[src/hdl/sfp_pkg.sv]
// ----------------------------------------------------------------------------
// sfp_pkg
// Types, constants and codes shared by the sync frame parser modules.
// ----------------------------------------------------------------------------
package sfp_pkg;

	localparam int MAX_PAYLOAD = 32;

	localparam int BYTE_W      = 8;
	localparam int CRC_W       = 16;
	localparam int MSG_LEN_W   = 6;
	localparam int IDX_W       = 5;
	localparam int BIT_CNT_W   = 3;
	localparam int CFG_IDX_W   = 1;

	localparam int CNT_W  = ($clog2(MAX_PAYLOAD + 1) > MSG_LEN_W) ?
		$clog2(MAX_PAYLOAD + 1) : MSG_LEN_W;
	localparam int ADDR_W = (MAX_PAYLOAD > 1) ? $clog2(MAX_PAYLOAD) : 1;

	localparam logic [CRC_W-1:0]  CRC_INIT = 16'hFFFF;
	localparam logic [CRC_W-1:0]  CRC_POLY = 16'h1021;
	localparam logic [BYTE_W-1:0] SYNC_FIRST_RST  = 8'hAA;
	localparam logic [BYTE_W-1:0] SYNC_SECOND_RST = 8'h55;

	localparam logic [CFG_IDX_W-1:0] CFG_SYNC_FIRST  = 1'b0;
	localparam logic [CFG_IDX_W-1:0] CFG_SYNC_SECOND = 1'b1;

	typedef enum logic [2:0] {
		PH_SYNC1   = 3'd0,
		PH_SYNC2   = 3'd1,
		PH_ID      = 3'd2,
		PH_LEN     = 3'd3,
		PH_PAYLOAD = 3'd4,
		PH_CRCLO   = 3'd5,
		PH_CRCHI   = 3'd6
	} phase_t;

	typedef enum logic [1:0] {
		C_IDLE = 2'd0,
		C_CRC  = 2'd1,
		C_RD   = 2'd2,
		C_OUT  = 2'd3
	} ctl_state_t;

	typedef struct packed {
		logic              init;
		logic              feed;
		logic [BYTE_W-1:0] data;
	} crc_ctl_t;

	typedef struct packed {
		logic             busy;
		logic             done;
		logic [CRC_W-1:0] crc;
	} crc_sts_t;

endpackage

[src/hdl/sfp_rx_if.sv]
// ----------------------------------------------------------------------------
// sfp_rx_if
// Valid/ready channel carrying one received byte per request.
// ----------------------------------------------------------------------------
interface sfp_rx_if;

	logic                      valid;
	logic                      ready;
	logic [sfp_pkg::BYTE_W-1:0] rx_byte;

	modport source (output valid, output rx_byte, input ready);
	modport sink (input valid, input rx_byte, output ready);

endinterface

[src/hdl/sfp_msg_if.sv]
// ----------------------------------------------------------------------------
// sfp_msg_if
// Valid/ready channel carrying one parsed payload byte per request.
// ----------------------------------------------------------------------------
interface sfp_msg_if;

	logic                          valid;
	logic                          ready;
	logic [sfp_pkg::BYTE_W-1:0]    msg_id;
	logic [sfp_pkg::MSG_LEN_W-1:0] msg_length;
	logic [sfp_pkg::IDX_W-1:0]     byte_index;
	logic [sfp_pkg::BYTE_W-1:0]    payload_byte;
	logic                          last;

	modport source (output valid, output msg_id, output msg_length, output byte_index,
		output payload_byte, output last, input ready);
	modport sink (input valid, input msg_id, input msg_length, input byte_index,
		input payload_byte, input last, output ready);

endinterface

[src/hdl/sfp_ram.sv]
// ----------------------------------------------------------------------------
// sfp_ram
// Generic single-write, single-read RAM with registered read data.
// ----------------------------------------------------------------------------
module sfp_ram #(
	parameter int WIDTH  = 8,
	parameter int DEPTH  = 32,
	parameter int ADDR_W = (DEPTH > 1) ? $clog2(DEPTH) : 1
) (
	input  logic              clk,
	input  logic              we,
	input  logic [ADDR_W-1:0] wr_addr,
	input  logic [WIDTH-1:0]  wr_data,
	input  logic              re,
	input  logic [ADDR_W-1:0] rd_addr,
	output logic [WIDTH-1:0]  rd_data
);

	logic [WIDTH-1:0] mem_q [DEPTH];
	logic [WIDTH-1:0] rd_data_q;

	always_ff @(posedge clk) begin
		if (we) begin
			mem_q[wr_addr] <= wr_data;
		end
		if (re) begin
			rd_data_q <= mem_q[rd_addr];
		end
	end

	assign rd_data = rd_data_q;

endmodule

[src/hdl/sfp_crc_unit.sv]
// ----------------------------------------------------------------------------
// sfp_crc_unit
// Bit-serial CRC-16 (poly 0x1021, MSB first): folds in one byte, one bit per shift.
// ----------------------------------------------------------------------------
module sfp_crc_unit (
	input  logic              clk,
	input  logic              arst_n,
	input  sfp_pkg::crc_ctl_t ctl,
	output sfp_pkg::crc_sts_t sts
);

	logic [sfp_pkg::CRC_W-1:0]     crc_q;
	logic [sfp_pkg::CRC_W-1:0]     crc_shift;
	logic [sfp_pkg::BIT_CNT_W-1:0] bit_cnt_q;
	logic                          busy_q;
	logic                          last_bit;

	assign crc_shift = crc_q[sfp_pkg::CRC_W-1] ?
		({crc_q[sfp_pkg::CRC_W-2:0], 1'b0} ^ sfp_pkg::CRC_POLY) :
		{crc_q[sfp_pkg::CRC_W-2:0], 1'b0};
	assign last_bit = (bit_cnt_q == sfp_pkg::BIT_CNT_W'(sfp_pkg::BYTE_W - 1));

	always_ff @(posedge clk or negedge arst_n) begin
		if (!arst_n) begin
			crc_q     <= sfp_pkg::CRC_INIT;
			bit_cnt_q <= '0;
			busy_q    <= 1'b0;
		end else if (ctl.init) begin
			crc_q <= sfp_pkg::CRC_INIT;
		end else if (ctl.feed) begin
			crc_q     <= crc_q ^ {ctl.data, {(sfp_pkg::CRC_W - sfp_pkg::BYTE_W){1'b0}}};
			bit_cnt_q <= '0;
			busy_q    <= 1'b1;
		end else if (busy_q) begin
			crc_q     <= crc_shift;
			bit_cnt_q <= bit_cnt_q + 1'b1;
			if (last_bit) begin
				busy_q <= 1'b0;
			end
		end
	end

	assign sts.busy = busy_q;
	assign sts.done = busy_q && last_bit;
	assign sts.crc  = crc_q;

endmodule

[src/hdl/sync_frame_parser_crc16.sv]
// ----------------------------------------------------------------------------
// sync_frame_parser_crc16
// Sync/id/length/payload/CRC-16 frame parser, emits payload of good frames.
//
//   channel | dir | requests
//   --------+-----+------------------------------------------------------------
//   rx      | in  | one received byte each
//   msg     | out | one payload byte each, or one empty-frame marker
//   cfg     | in  | write of sync_first (index 0) or sync_second (index 1)
//
// An id, length or payload byte is accepted, then folded in bit by bit by the
// bit-serial CRC unit. Sync and CRC bytes are only accepted, with no CRC shifts.
// A good frame emits each request as a payload RAM read, then output until taken.
// rx is not ready while the CRC unit runs or a frame is being emitted.
// Reset restores sync bytes 0xAA/0x55 and the hunt for the first sync byte.
// ----------------------------------------------------------------------------
module sync_frame_parser_crc16 (
	input  logic                              clk,
	input  logic                              arst_n,
	sfp_rx_if.sink                            rx,
	sfp_msg_if.source                         msg,
	input  logic                              cfg_we,
	input  logic [sfp_pkg::CFG_IDX_W-1:0]     cfg_idx,
	input  logic [sfp_pkg::BYTE_W-1:0]        cfg_data
);

	logic [sfp_pkg::BYTE_W-1:0] sync_first_q;
	logic [sfp_pkg::BYTE_W-1:0] sync_second_q;

	sfp_pkg::phase_t            phase_q, phase_d;
	sfp_pkg::ctl_state_t        ctl_q, ctl_d;
	logic [sfp_pkg::BYTE_W-1:0] id_q, id_d;
	logic [sfp_pkg::CNT_W-1:0]  len_q, len_d;
	logic [sfp_pkg::CNT_W-1:0]  cnt_q, cnt_d;
	logic [sfp_pkg::BYTE_W-1:0] crc_lo_q, crc_lo_d;
	logic [sfp_pkg::CNT_W-1:0]  rd_idx_q;

	sfp_pkg::crc_ctl_t          crc_ctl;
	sfp_pkg::crc_sts_t          crc_sts;

	logic                       rx_acc;
	logic                       msg_acc;
	logic                       frame_ok;
	logic                       len_zero;
	logic                       msg_last;
	logic                       ram_we;
	logic                       ram_re;
	logic [sfp_pkg::BYTE_W-1:0] ram_rdata;

	assign rx_acc   = rx.valid && rx.ready;
	assign msg_acc  = msg.valid && msg.ready;
	assign len_zero = (len_q == '0);
	assign msg_last = len_zero || (sfp_pkg::CNT_W'(rd_idx_q + 1'b1) == len_q);
	assign frame_ok = rx_acc && (phase_q == sfp_pkg::PH_CRCHI) &&
		({rx.rx_byte, crc_lo_q} == crc_sts.crc);

	always_ff @(posedge clk or negedge arst_n) begin
		if (!arst_n) begin
			sync_first_q  <= sfp_pkg::SYNC_FIRST_RST;
			sync_second_q <= sfp_pkg::SYNC_SECOND_RST;
		end else if (cfg_we) begin
			case (cfg_idx)
				sfp_pkg::CFG_SYNC_FIRST:  sync_first_q  <= cfg_data;
				sfp_pkg::CFG_SYNC_SECOND: sync_second_q <= cfg_data;
				default: ;
			endcase
		end
	end

	always_comb begin
		phase_d      = phase_q;
		id_d         = id_q;
		len_d        = len_q;
		cnt_d        = cnt_q;
		crc_lo_d     = crc_lo_q;
		crc_ctl.init = 1'b0;
		crc_ctl.feed = 1'b0;
		crc_ctl.data = rx.rx_byte;
		ram_we       = 1'b0;
		if (rx_acc) begin
			case (phase_q)
				sfp_pkg::PH_SYNC2: begin
					if (rx.rx_byte == sync_second_q) begin
						crc_ctl.init = 1'b1;
						phase_d      = sfp_pkg::PH_ID;
					end else begin
						phase_d = sfp_pkg::PH_SYNC1;
					end
				end
				sfp_pkg::PH_ID: begin
					id_d         = rx.rx_byte;
					crc_ctl.feed = 1'b1;
					phase_d      = sfp_pkg::PH_LEN;
				end
				sfp_pkg::PH_LEN: begin
					if (rx.rx_byte <= sfp_pkg::BYTE_W'(sfp_pkg::MAX_PAYLOAD)) begin
						len_d        = sfp_pkg::CNT_W'(rx.rx_byte);
						cnt_d        = '0;
						crc_ctl.feed = 1'b1;
						phase_d      = (rx.rx_byte != '0) ? sfp_pkg::PH_PAYLOAD :
							sfp_pkg::PH_CRCLO;
					end else begin
						id_d         = '0;
						len_d        = '0;
						cnt_d        = '0;
						crc_ctl.init = 1'b1;
						phase_d      = sfp_pkg::PH_SYNC1;
					end
				end
				sfp_pkg::PH_PAYLOAD: begin
					ram_we       = (cnt_q < sfp_pkg::CNT_W'(sfp_pkg::MAX_PAYLOAD));
					crc_ctl.feed = 1'b1;
					cnt_d        = cnt_q + 1'b1;
					if (cnt_d >= len_q) begin
						phase_d = sfp_pkg::PH_CRCLO;
					end
				end
				sfp_pkg::PH_CRCLO: begin
					crc_lo_d = rx.rx_byte;
					phase_d  = sfp_pkg::PH_CRCHI;
				end
				sfp_pkg::PH_CRCHI: begin
					phase_d = sfp_pkg::PH_SYNC1;
				end
				default: begin
					phase_d = (rx.rx_byte == sync_first_q) ? sfp_pkg::PH_SYNC2 :
						sfp_pkg::PH_SYNC1;
				end
			endcase
		end
	end

	always_comb begin
		ctl_d = ctl_q;
		case (ctl_q)
			sfp_pkg::C_IDLE: begin
				if (crc_ctl.feed) begin
					ctl_d = sfp_pkg::C_CRC;
				end else if (frame_ok) begin
					ctl_d = len_zero ? sfp_pkg::C_OUT : sfp_pkg::C_RD;
				end
			end
			sfp_pkg::C_CRC: begin
				if (crc_sts.done) begin
					ctl_d = sfp_pkg::C_IDLE;
				end
			end
			sfp_pkg::C_RD: ctl_d = sfp_pkg::C_OUT;
			sfp_pkg::C_OUT: begin
				if (msg_acc) begin
					ctl_d = msg_last ? sfp_pkg::C_IDLE : sfp_pkg::C_RD;
				end
			end
			default: ctl_d = sfp_pkg::C_IDLE;
		endcase
	end

	always_comb begin
		rx.ready  = (ctl_q == sfp_pkg::C_IDLE);
		msg.valid = (ctl_q == sfp_pkg::C_OUT);
		ram_re    = (ctl_q == sfp_pkg::C_RD);
	end

	always_ff @(posedge clk or negedge arst_n) begin
		if (!arst_n) begin
			phase_q  <= sfp_pkg::PH_SYNC1;
			ctl_q    <= sfp_pkg::C_IDLE;
			id_q     <= '0;
			len_q    <= '0;
			cnt_q    <= '0;
			crc_lo_q <= '0;
			rd_idx_q <= '0;
		end else begin
			phase_q  <= phase_d;
			ctl_q    <= ctl_d;
			id_q     <= id_d;
			len_q    <= len_d;
			cnt_q    <= cnt_d;
			crc_lo_q <= crc_lo_d;
			if (frame_ok) begin
				rd_idx_q <= '0;
			end else if (msg_acc && !msg_last) begin
				rd_idx_q <= rd_idx_q + 1'b1;
			end
		end
	end

	sfp_crc_unit u_crc (
		.clk    (clk),
		.arst_n (arst_n),
		.ctl    (crc_ctl),
		.sts    (crc_sts)
	);

	sfp_ram #(
		.WIDTH  (sfp_pkg::BYTE_W),
		.DEPTH  (sfp_pkg::MAX_PAYLOAD),
		.ADDR_W (sfp_pkg::ADDR_W)
	) u_store (
		.clk     (clk),
		.we      (ram_we),
		.wr_addr (cnt_q[sfp_pkg::ADDR_W-1:0]),
		.wr_data (rx.rx_byte),
		.re      (ram_re),
		.rd_addr (rd_idx_q[sfp_pkg::ADDR_W-1:0]),
		.rd_data (ram_rdata)
	);

	assign msg.msg_id       = id_q;
	assign msg.msg_length   = len_q[sfp_pkg::MSG_LEN_W-1:0];
	assign msg.byte_index   = rd_idx_q[sfp_pkg::IDX_W-1:0];
	assign msg.payload_byte = len_zero ? '0 : ram_rdata;
	assign msg.last         = msg_last;

	a_no_overlap: assert property (@(posedge clk) disable iff (!arst_n)
		!(rx.ready && msg.valid))
		else $error("rx ready while a result is pending");

	a_crc_busy_state: assert property (@(posedge clk) disable iff (!arst_n)
		crc_sts.busy |-> (ctl_q == sfp_pkg::C_CRC))
		else $error("CRC unit busy outside CRC state");

	a_last_to_idle: assert property (@(posedge clk) disable iff (!arst_n)
		(msg_acc && msg.last) |=> (ctl_q == sfp_pkg::C_IDLE))
		else $error("emission did not end after last result");

	a_crchi_rehunt: assert property (@(posedge clk) disable iff (!arst_n)
		(rx_acc && (phase_q == sfp_pkg::PH_CRCHI)) |=> (phase_q == sfp_pkg::PH_SYNC1))
		else $error("parser did not return to hunt after CRC");

endmodule
[src/flat_wrapper.sv]
// flat-port wrapper written by rule: the top's interface ports become plain ports
module sync_frame_parser_crc16_flat 
  (clk, arst_n, cfg_we, cfg_idx, cfg_data, rx_valid, rx_rx_byte, rx_ready, msg_valid, msg_msg_id, msg_msg_length, msg_byte_index, msg_payload_byte, msg_last, msg_ready);
  sfp_rx_if rx_i ();
  sfp_msg_if msg_i ();
  input  logic clk;
  input  logic arst_n;
  input  logic cfg_we;
  input  logic [sfp_pkg::CFG_IDX_W-1:0] cfg_idx;
  input  logic [sfp_pkg::BYTE_W-1:0] cfg_data;
  input wire logic [$bits(rx_i.valid)-1:0] rx_valid;
  input wire logic [$bits(rx_i.rx_byte)-1:0] rx_rx_byte;
  output wire logic [$bits(rx_i.ready)-1:0] rx_ready;
  output wire logic [$bits(msg_i.valid)-1:0] msg_valid;
  output wire logic [$bits(msg_i.msg_id)-1:0] msg_msg_id;
  output wire logic [$bits(msg_i.msg_length)-1:0] msg_msg_length;
  output wire logic [$bits(msg_i.byte_index)-1:0] msg_byte_index;
  output wire logic [$bits(msg_i.payload_byte)-1:0] msg_payload_byte;
  output wire logic [$bits(msg_i.last)-1:0] msg_last;
  input wire logic [$bits(msg_i.ready)-1:0] msg_ready;
  assign rx_i.valid = rx_valid;
  assign rx_i.rx_byte = rx_rx_byte;
  assign rx_ready = rx_i.ready;
  assign msg_valid = msg_i.valid;
  assign msg_msg_id = msg_i.msg_id;
  assign msg_msg_length = msg_i.msg_length;
  assign msg_byte_index = msg_i.byte_index;
  assign msg_payload_byte = msg_i.payload_byte;
  assign msg_last = msg_i.last;
  assign msg_i.ready = msg_ready;
  sync_frame_parser_crc16 u_core (.clk(clk), .arst_n(arst_n), .rx(rx_i), .msg(msg_i), .cfg_we(cfg_we), .cfg_idx(cfg_idx), .cfg_data(cfg_data));
endmodule
[config.mk]
export PLATFORM = sky130hd
export DESIGN_NAME = sync_frame_parser_crc16_flat
export DESIGN_NICKNAME = d
export VERILOG_FILES = /design/src/hdl/sfp_pkg.sv /design/src/hdl/sfp_rx_if.sv /design/src/hdl/sfp_msg_if.sv /design/src/hdl/sfp_ram.sv /design/src/hdl/sfp_crc_unit.sv /design/src/hdl/sync_frame_parser_crc16.sv /design/src/flat_wrapper.sv
export SDC_FILE = /design/constraint.sdc
export NUM_CORES = 1
export LEC_CHECK = 0
export ABC_AREA = 1
export BUFFER_PORTS_ARGS = -buffer_cell sky130_fd_sc_hd__buf_4
export CAP_MARGIN = 20
export CORE_MARGIN = 2
export CORE_UTILIZATION = 40
export CTS_BUF_LIST = sky130_fd_sc_hd__clkbuf_8
export DETAILED_ROUTE_END_ITERATION = 8
export GPL_TIMING_DRIVEN = 0
export PLACE_DENSITY = 0.58
export SLEW_MARGIN = 10
export SYNTH_ARGS = -nofsm -noshare
export SYNTH_HDL_FRONTEND = slang
export SYNTH_SLANG_ARGS = --single-unit
[constraint.sdc]
create_clock -name clk -period 2.9 [get_ports clk]
set_input_delay 0.725 -clock clk [delete_from_list [all_inputs] [get_ports clk]]
set_output_delay 0.725 -clock clk [all_outputs]
set_load 0.01 [all_outputs]
# --- After elaboration in Yosys (flattened, before gate mapping) ---
# Memories as Yosys holds them, arrays and structs flattened. A register that Yosys moved wholly into a read port is not among the register bits.
# Index checks and enable logic that the tools add are counted.
totals:
  ram_bits: 256
  ff_bits: 75
  output_inout_bits: 30
  n_memories: 1
  in_bits: 22
  word_cells: 107
op_classes:
  bitwise_logic: 4
  n_lt_le_gt_ge: 3
  reduce_logical: 26
  n_addsub: 3
  eq_ne: 19
  muxes: 39
mem_list:
  columns: ["memory", "depth", "width", "rd", "rd_clocked_by_memory_dff", "write_ports", "line", "source"]
  rows:
  - ["u_core.u_store.mem_q", 32, 8, 1, 1, 1, "sfp_ram.sv:19", "logic [WIDTH-1:0] mem_q [DEPTH];"]
ops:
  columns: ["op", "count"]
  rows:
  - ["$mux 16", 3]
  - ["$mux 6", 3]
  - ["$pmux 3 s6", 1]
  - ["$eq 16x16->1", 1]
  - ["$eq 8x8->1", 2]
  - ["$mux 8", 2]
  - ["$pmux 8 s2", 1]
  - ["$xor 16x16->16", 1]
  - ["$mux 2", 7]
  - ["$reduce_and 2->1", 7]
  - ["$mux 1", 13]
  - ["$mux 13", 1]
  - ["$add 6x1->6 const B", 2]
  - ["$eq 3x3->1 const B", 4]
  - ["$mux 3", 4]
  - ["$pmux 6 s2", 1]
  - ["$le 8x6->1 const B", 1]
  - ["$pmux 2 s4", 1]
  - ["$reduce_bool 2->1", 4]
  - ["$reduce_bool 8->1", 1]
  - ["$eq 3x2->1 const B", 2]
  - ["$eq 6x6->1", 1]
  - ["$ge 6x6->1", 1]
  - ["$logic_and 1x1->1", 6]
  - ["other kinds (18)", 24]

# --- Longest topological paths before layout ---
# Gate-level depths: netlist of run 1.
logic_depth:
  word_depth: 7
  mapped_depth: 15
  depth_no_buf: 14

# --- Modules after synthesis ---
# A second synthesis of run 1 with hierarchy kept.
hier_totals:
  cells_unflattened: 1545
  hier_area_um2: 15492.4
modules_own_cells:
  columns: ["module", "instances", "cells_each", "area_each_um2", "seq_area_each_um2"]
  rows:
  - ["sfp_ram", 1, 922, 10866.7, 7927.6]
  - ["sync_frame_parser_crc16", 1, 479, 3515.9, 1386.3]
  - ["sfp_crc_unit", 1, 144, 1109.8, 520.5]

# --- Worst setup path before layout of run 1 ---
# Ideal clock, no wire load.
synth_timing:
  path_type: "input to register"
  start: "input rx_valid"
  end: "memory u_core.u_store.mem_q[24][0] (enable)"
  arrival_ns: 1.957
  required_time_ns: 2.530
  stages: 8
  setup_ns: 0.370
  path_buffers: 0
  slack_ns: 0.573
  cell_sequence: "inv_1 nor2_4 inv_2 nor2_2 inv_2 nor2_4 nand2_4 nor2_1"
synth_between:
  elab_chain_cells: 4
synth_rtl:
  columns: ["element", "line", "source"]
  rows:
  - ["from (decl)", "flat_wrapper.sv:11", "input wire logic [$bits(rx_i.valid)-1:0] rx_valid;"]
  - ["$logic_and 1x1->1", "sync_frame_parser_crc16.sv:50", "assign rx_acc = rx.valid && rx.ready;"]
  - ["$mux 1", "sync_frame_parser_crc16.sv:80", "if (rx_acc) begin"]
  - ["$mux 1", "sfp_ram.sv:23", "if (we) begin"]
  - ["$mux 1 (not written as such)", "sfp_ram.sv:24", "mem_q[wr_addr] <= wr_data;"]
  - ["to (decl)", "sfp_ram.sv:19", null]
# No other way between the ends.

# --- Worst setup path in the final report of run 1 ---
layout_timing:
  start: "register u_core.rd_idx_q[2] (netlist bit)"
  end: "output msg_last"
layout_between:
  elab_chain_cells: 3
layout_rtl:
  columns: ["element", "line", "source"]
  rows:
  - ["from (decl)", "sync_frame_parser_crc16.sv:36", "logic [sfp_pkg::CNT_W-1:0] rd_idx_q;"]
  - ["from (signal assigned)", "sync_frame_parser_crc16.sv:183", "rd_idx_q <= rd_idx_q + 1'b1;"]
  - ["$add 6x1->6", "sync_frame_parser_crc16.sv:53", "assign msg_last = len_zero || (sfp_pkg::CNT_W'(rd_idx_q + 1'b1) == len_q);"]
  - ["$eq 6x6->1", "sync_frame_parser_crc16.sv:53", null]
  - ["$logic_or 1x1->1", "sync_frame_parser_crc16.sv:53", null]
  - ["to (decl)", "flat_wrapper.sv:19", "output wire logic [$bits(msg_i.last)-1:0] msg_last;"]
# No other way between the ends.

==> flow_summary_export.csv, run 1 <==
group,metric,value,unit
status,status,"completed",
finish,area_delta_synth_final,15.54,%
logic_synthesis,yosysWarningCount,0,
grt,grt_pass1_wl,61630,um
power_and_ir_drop,power.total,0.01655,W
routing,vias,10664,
place,place_congestion,0.8344,
finish,drive_above_1_share,0.1926,
logic_synthesis,synthTopCellsByArea,"edfxtp_1 52%, dfrtp_1 8.4%, nand2_1 6.5%",
clock_tree,cts_root_buf,"clkbuf_8",
place,port_buffers,51,
clock_tree,cts.sinks,339,
clock_tree,cts.path.max_buffers,3,
setup_path,critPathKind,"register to primary output",
floorplan,core-area,37490,um^2
sta,setup_ws,69.93,ps
finish,layout_commonest_cell,"edfxtp_1",
floorplan,die_area,39380,um^2
sta,period_share,0.9759,
finish,n_antenna_cell,0,
sta,rsz0062_at_grt,"true",
logic_synthesis,avgSynthCellArea,10.91,um^2
floorplan,std_cell_rows,71,
floorplan,initial_core_util,0.4034,
grt,antenna_found_initial,0,
power_and_ir_drop,vdd_drop_max,0.5636,mV
floorplan,pin_count,52,
routing,drc,0,
grt,grt_pass1_vias,10581,
clock_tree,cts_inserted_buffers,58,
routing,dr.pass1.iters,5,
logic_synthesis,synth_area,15120,um^2
logic_synthesis,synth_top_area_frac,0.5242,
logic_synthesis,ys.flop_type,"edfxtp_1",
logic_synthesis,syn_nets,1421,
clock_tree,worstSkewPairLatency,650,ps
logic_synthesis,synth_edf_count,264,
place,dpl.hpwl,26540,um
routing,routed_wl,40650,um
job,drv_cap,0,
logic_synthesis,async_reset_ff_frac,0.2212,
clock_tree,htreeDepth,2,
routing,via_per_inst,5.154,
sta,fmax,0.3533,GHz
finish,fin_nets,1544,
setup_path,end_kind,"primary output",
min_path,hp-class,"input port to async pin",
sta,period_needed,2830,ps
routing,drtIter0Drc,816,
clock_tree,clk_pin_slew_worst_paths,60,ps
logic_synthesis,yosys.cell_types.count,45,
sta,worst_hold_slack,247.8,ps
sta,slew_headroom,0.3368,
floorplan,die_x,198.4,um
power_and_ir_drop,powerDensity,947.3,nW/um^2
grt,grt_usage,0.2112,
floorplan,die_h,198.4,um
finish,mostFrequentLayoutCells,"264 x edfxtp_1, 257 x nand2_1, 156 x nor2_1",
setup_path,worstPathRequired,2170,ps
setup_path,cp_max_fo,10,
setup_path,crit_arrival,2110,ps
place,pre_cts_ws,-222.5,ps
grt,overflow,0,
routing,wl_per_cell,19.65,um
clock_tree,cts_hold_buf,0,
sta,worstMarginPinSlew,994.8,ps
sta,setup_viol,0,
setup_path,worst_r2r_path_depth,9,
logic_synthesis,synth-seq-cells,339,
sta,hold_violations,0,
logic_synthesis,synthCells,1386,
finish,fill_cells,3547,
power_and_ir_drop,p_leak,6.878,nW
setup_path,worstSetupStartpointType,"register",
sta,fin_skew,30.38,ps
logic_synthesis,synth.yosys.seq_area_share,0.6503,
sta,drv_slew,0,
grt,grt_max_degree,76,
clock_tree,tritoncts,"done",
logic_synthesis,yosys.area.top_type,"edfxtp_1",
routing,ant_nets,0,
[cell usage after synthesis, types with 20 or more instances]
cell type	n
inv_1	84
dfstp_2	24
mux2i_1	24
clkbuf_1	27
nor2_1	167
nand2_1	260
xnor2_1	20
a21oi_1	21
o211ai_1	26
edfxtp_1	264
dfrtp_1	51
o22ai_1	50
nand3_1	67
o21ai_0	141
[worst paths after layout]
kind	startpoint	to	slack, ps
min reg2reg	u_core.u_crc.bit_cnt_q[0]$_DFFE_PN0P_	u_core.u_crc.bit_cnt_q[0]$_DFFE_PN0P_	480
max reg2reg	u_core.ctl_q[0]$_DFFE_PN0P_	u_core.u_store.mem_q[30][2]$_DFFE_PP_	140
min in group clk	cfg_data[5]	u_core.sync_first_q[5]$_DFFE_PN1P_	350
max in group asynchronous	arst_n	u_core.msg.msg_length[0]$_DFFE_PN0P_	1960
min	arst_n	u_core.rd_idx_q[0]$_DFFE_PN0P_	250
max	u_core.rd_idx_q[2]$_DFFE_PN0P_	msg_last	70
[final cells by class]
| type | instances | area [um^2] | area share |
|---|---|---|---|
| well taps | 511 | 639.4 | 0.03659 |
| multi-input cells | 873 | 4558 | 0.2609 |
| clock inverters | 49 | 294.0 | 0.01683 |
| flip-flops and latches | 339 | 9839 | 0.5632 |
| plain buffers | 71 | 444.2 | 0.02542 |
| repair buffers | 63 | 476.7 | 0.02728 |
| clock buffers | 60 | 825.8 | 0.04726 |
| inverters | 103 | 394.1 | 0.02256 |
[routing by layer]
layer	track usage	vias to the layer above	part of all wire
li1	-	5041	-
met1	0.2873	5217	0.45
met2	0.3346	320	0.46
met3	0.04239	86	0.062
met4	0.08209	0	0.029
met5	0	-	0
[sequential cells by signal, summed over array words and instances, names as in the netlist, 6 cells and up]
name                    flops
u_core.sync_second_q        8
u_core.msg.msg_id           8
u_core.msg.msg_length       6
u_core.rd_idx_q             6
u_core.u_store.rd_data      8
u_core.u_crc.crc_q         16
u_core.u_store.mem_q      256
u_core.cnt_q                6
u_core.sync_first_q         8
u_core.crc_lo_q             8
[power breakdown]
group          total (W)  leakage, nW  internal, W  switching (W)
clock network    0.00420        0.637      0.00220        0.00200
registers        0.00622         3.25      0.00585       0.000373
logic            0.00613         2.99      0.00219        0.00393
[kinds of logic after synthesis]
| kind of cell | Yosys count | synth area share |
|---|---|---|
| and+or+nand+nor | 544 | 0.1522 |
| xor gates and xnor gates | 27 | 0.01564 |
| AOI/OAI and AO/OA | 258 | 0.09656 |
| muxes | 31 | 0.02110 |
| adders and majority gates | 13 | 0.01076 |
| DFF | 339 | 0.6503 |
| buffers and inverters | 174 | 0.05345 |
[worst max-delay path, stage by stage (launching register included)]
cell and delay (ps):
dfrtp_1 370, buf_4 180, buf_6 170, xor2_1 170, nand2_1 60, nand3_1 70
nor2_1 130, nand3_2 110, nand2_2 90, buf_4 120
[through the flow]
stage / cell area (um^2) / util / instances / setup TNS, ps
6_report: 17470 / 0.4661 / 2069 / 0
5_1_grt: 17470 / 0.4661 / 2069 / -44.45
4_1_cts: 17390 / 0.4639 / 2065 / 0
3_5_place_dp: 16140 / 0.4306 / 1948 / -18550
3_3_place_gp: 16140 / 0.4306 / 1948 / -13680
2_1_floorplan: 15120 / - / 1386 / 0
[repair_timing]
| action | 4_1_cts | 5_1_grt |
|---|---|---|
| endpoints found under the setup margin | 9 | 60 |
| buffers inserted | 8 | 3 |
| gates resized for setup | 18 | 17 |
| pin swaps | 3 | 2 |
No activity file was read; power rests on OpenSTA's default activity.
==> inputs of run 2 (changes only) <==
--- a/constraint.sdc
+++ b/constraint.sdc
@@ -3,2 +3,2 @@
 set_output_delay 0.725 -clock clk [all_outputs]
-set_load 0.01 [all_outputs]
+set_load 0.05 [all_outputs]
==> run 2 against run 1 <==
Clock power about the same; cell count about the same; non-clock buffer count grew 2; register-to-register slack about the same; wire length up 0.19%; cell area up 0.36%; clock skew about the same; critical endpoint unchanged; highest routed layer unchanged.
==> flow_summary_export.csv, run 2 (same netlist as run 1, synthesis figures left out) <==
group,metric,value,unit
status,status,"completed",
finish,reg.largest.list,"u_core.u_store.mem_q (256), u_core.u_crc.crc_q (16)",
setup_path,crit_path_cell_trace,"buf_6 > buf_8 > xor2_1 > nand2_1 > nand3_1 > nor2_1 > nand3_2 > nand2_2 > buf_8",
finish,fill_cells,3547,
finish,layout_commonest_cell,"edfxtp_1",
sta,hold_violations,0,
sta,slew_headroom,0.3350,
sta,worst_hold_slack,247.3,ps
floorplan,die_area,39380,um^2
setup_path,critPathKind,"register to primary output",
sta,rsz0062_at_grt,"true",
floorplan,pin_count,52,
sta,period_needed,2885,ps
setup_path,worstSetupStartpointType,"register",
finish,n_antenna_cell,0,
setup_path,cpPeakStageDelay,390,ps
place,dpl.hpwl,26540,um
finish,largest_register,"u_core.u_store.mem_q",
place,pre_cts_ws,-222.5,ps
sta,fmax,0.3466,GHz
power_and_ir_drop,powerDensity,987.3,nW/um^2
routing,wl_per_cell,19.67,um
setup_path,end_kind,"primary output",
floorplan,die_h,198.4,um
setup_path,crit_arrival,2160,ps
grt,antenna_found_initial,0,
clock_tree,clk_pin_slew_worst_paths,60,ps
finish,drive_above_1_share,0.1968,
setup_path,worstPathRequired,2170,ps
finish,largest_reg_flops,256,
clock_tree,cts_inserted_buffers,58,
floorplan,core-area,37490,um^2
job,drv_cap,0,
routing,ant_nets,0,
floorplan,initial_core_util,0.4034,
routing,dr.pass1.iters,5,
routing,routed_wl,40730,um
clock_tree,htreeDepth,2,
sta,setup_ws,15.12,ps
setup_path,crit_slowest_cell,"dfrtp_1",
grt,grt_usage,0.2115,
finish,fin_cells,2071,
routing,via_per_inst,5.151,
finish,area_delta_synth_final,15.95,%
floorplan,die_x,198.4,um
sta,setup_viol,0,
sta,period_share,0.9948,
routing,drtIter0Drc,781,
finish,mostFrequentLayoutCells,"264 x edfxtp_1, 253 x nand2_1, 157 x nor2_1",
routing,drc,0,
grt,overflow,0,
setup_path,worst_r2r_path_depth,9,
sta,drv_slew,0,
clock_tree,cts_root_buf,"clkbuf_8",
grt,grt_max_degree,76,
place,post-place-cells,1948,
clock_tree,tritoncts,"done",
finish,fin_nets,1546,
min_path,hp-class,"input port to async pin",
finish,multi_input_area,4583,um^2
setup_path,crit_top_cell,"buf_8",
power_and_ir_drop,power.total,0.01731,W
power_and_ir_drop,p_leak,6.884,nW
floorplan,std_cell_rows,71,
sta,fin_skew,30.10,ps
routing,vias,10668,
clock_tree,cts.path.max_buffers,3,
clock_tree,cts.sinks,339,
setup_path,cp_max_fo,10,
grt,grt_pass1_vias,10589,
power_and_ir_drop,vdd_drop_max,0.6571,mV
clock_tree,cts_hold_buf,0,
place,place_congestion,0.8344,
clock_tree,worstSkewPairLatency,650,ps
sta,worstMarginPinSlew,997.5,ps
finish,fin_util,0.4677,
grt,grt_pass1_wl,61690,um
finish,final-seq-area,9839,um^2
place,port_buffers,51,
run 2: stage by stage:
| stage | TNS [ps] | area, um^2 |
|---|---|---|
| 2_1_floorplan | 0 | 15120 |
| 3_5_place_dp | -18550 | 16140 |
| 3_3_place_gp | -13680 | 16140 |
| 4_1_cts | -21.26 | 17410 |
| 6_report | 0 | 17530 |
| 5_1_grt | -78.06 | 17530 |
run 2: routing by layer:
metal,global-route usage,routed length (um)
met5,0,0
met4,0.08209,1217
met3,0.04035,2900
met2,0.3348,18730
met1,0.2893,17880
run 2: worst paths after layout:
| check | start | to | slack [ps] |
|---|---|---|---|
| min | arst_n | u_core.rd_idx_q[0]$_DFFE_PN0P_ | 250 |
| min in group clk | cfg_data[5] | u_core.sync_first_q[5]$_DFFE_PN1P_ | 360 |
| max reg2reg | u_core.ctl_q[1]$_DFFE_PN0P_ | u_core.u_store.mem_q[20][4]$_DFFE_PP_ | 140 |
| max in group asynchronous | arst_n | u_core.msg.msg_length[0]$_DFFE_PN0P_ | 1960 |
| min reg2reg | u_core.u_crc.bit_cnt_q[0]$_DFFE_PN0P_ | u_core.u_crc.bit_cnt_q[0]$_DFFE_PN0P_ | 480 |
| max | u_core.rd_idx_q[2]$_DFFE_PN0P_ | msg_last | 20 |
run 2: power breakdown:
part           internal [W]  leakage, nW  switching, W
Sequential          0.00585         3.25      0.000378
Clock               0.00220        0.637       0.00201
Combinational       0.00227         2.99       0.00461
run 2: final cells by class:
cell class	instances	share of cell area
Tap cell	511	0.03646
Timing Repair Buffer	65	0.02869
Clock buffer	60	0.04710
Buffer	71	0.02583
Sequential cell	339	0.5612
Clock inverter	49	0.01677
Multi-Input combinational cell	873	0.2614
Inverter	103	0.02262
run 2: worst max-delay path, delay by kind of cell (launching register included):
family	cells	cell delay, ps
and+or+nand+nor	5	480
DFF	1	390
buffers and inverters	3	470
xor gates and xnor gates	1	170
run 2: what timing repair did:
action / in CTS / in global routing
resized for setup: 20 / 28
pin swaps: 5 / 9
hold endpoints to repair: 0 / 0
setup endpoints to repair: 9 / 60
setup buffers: 9 / 4
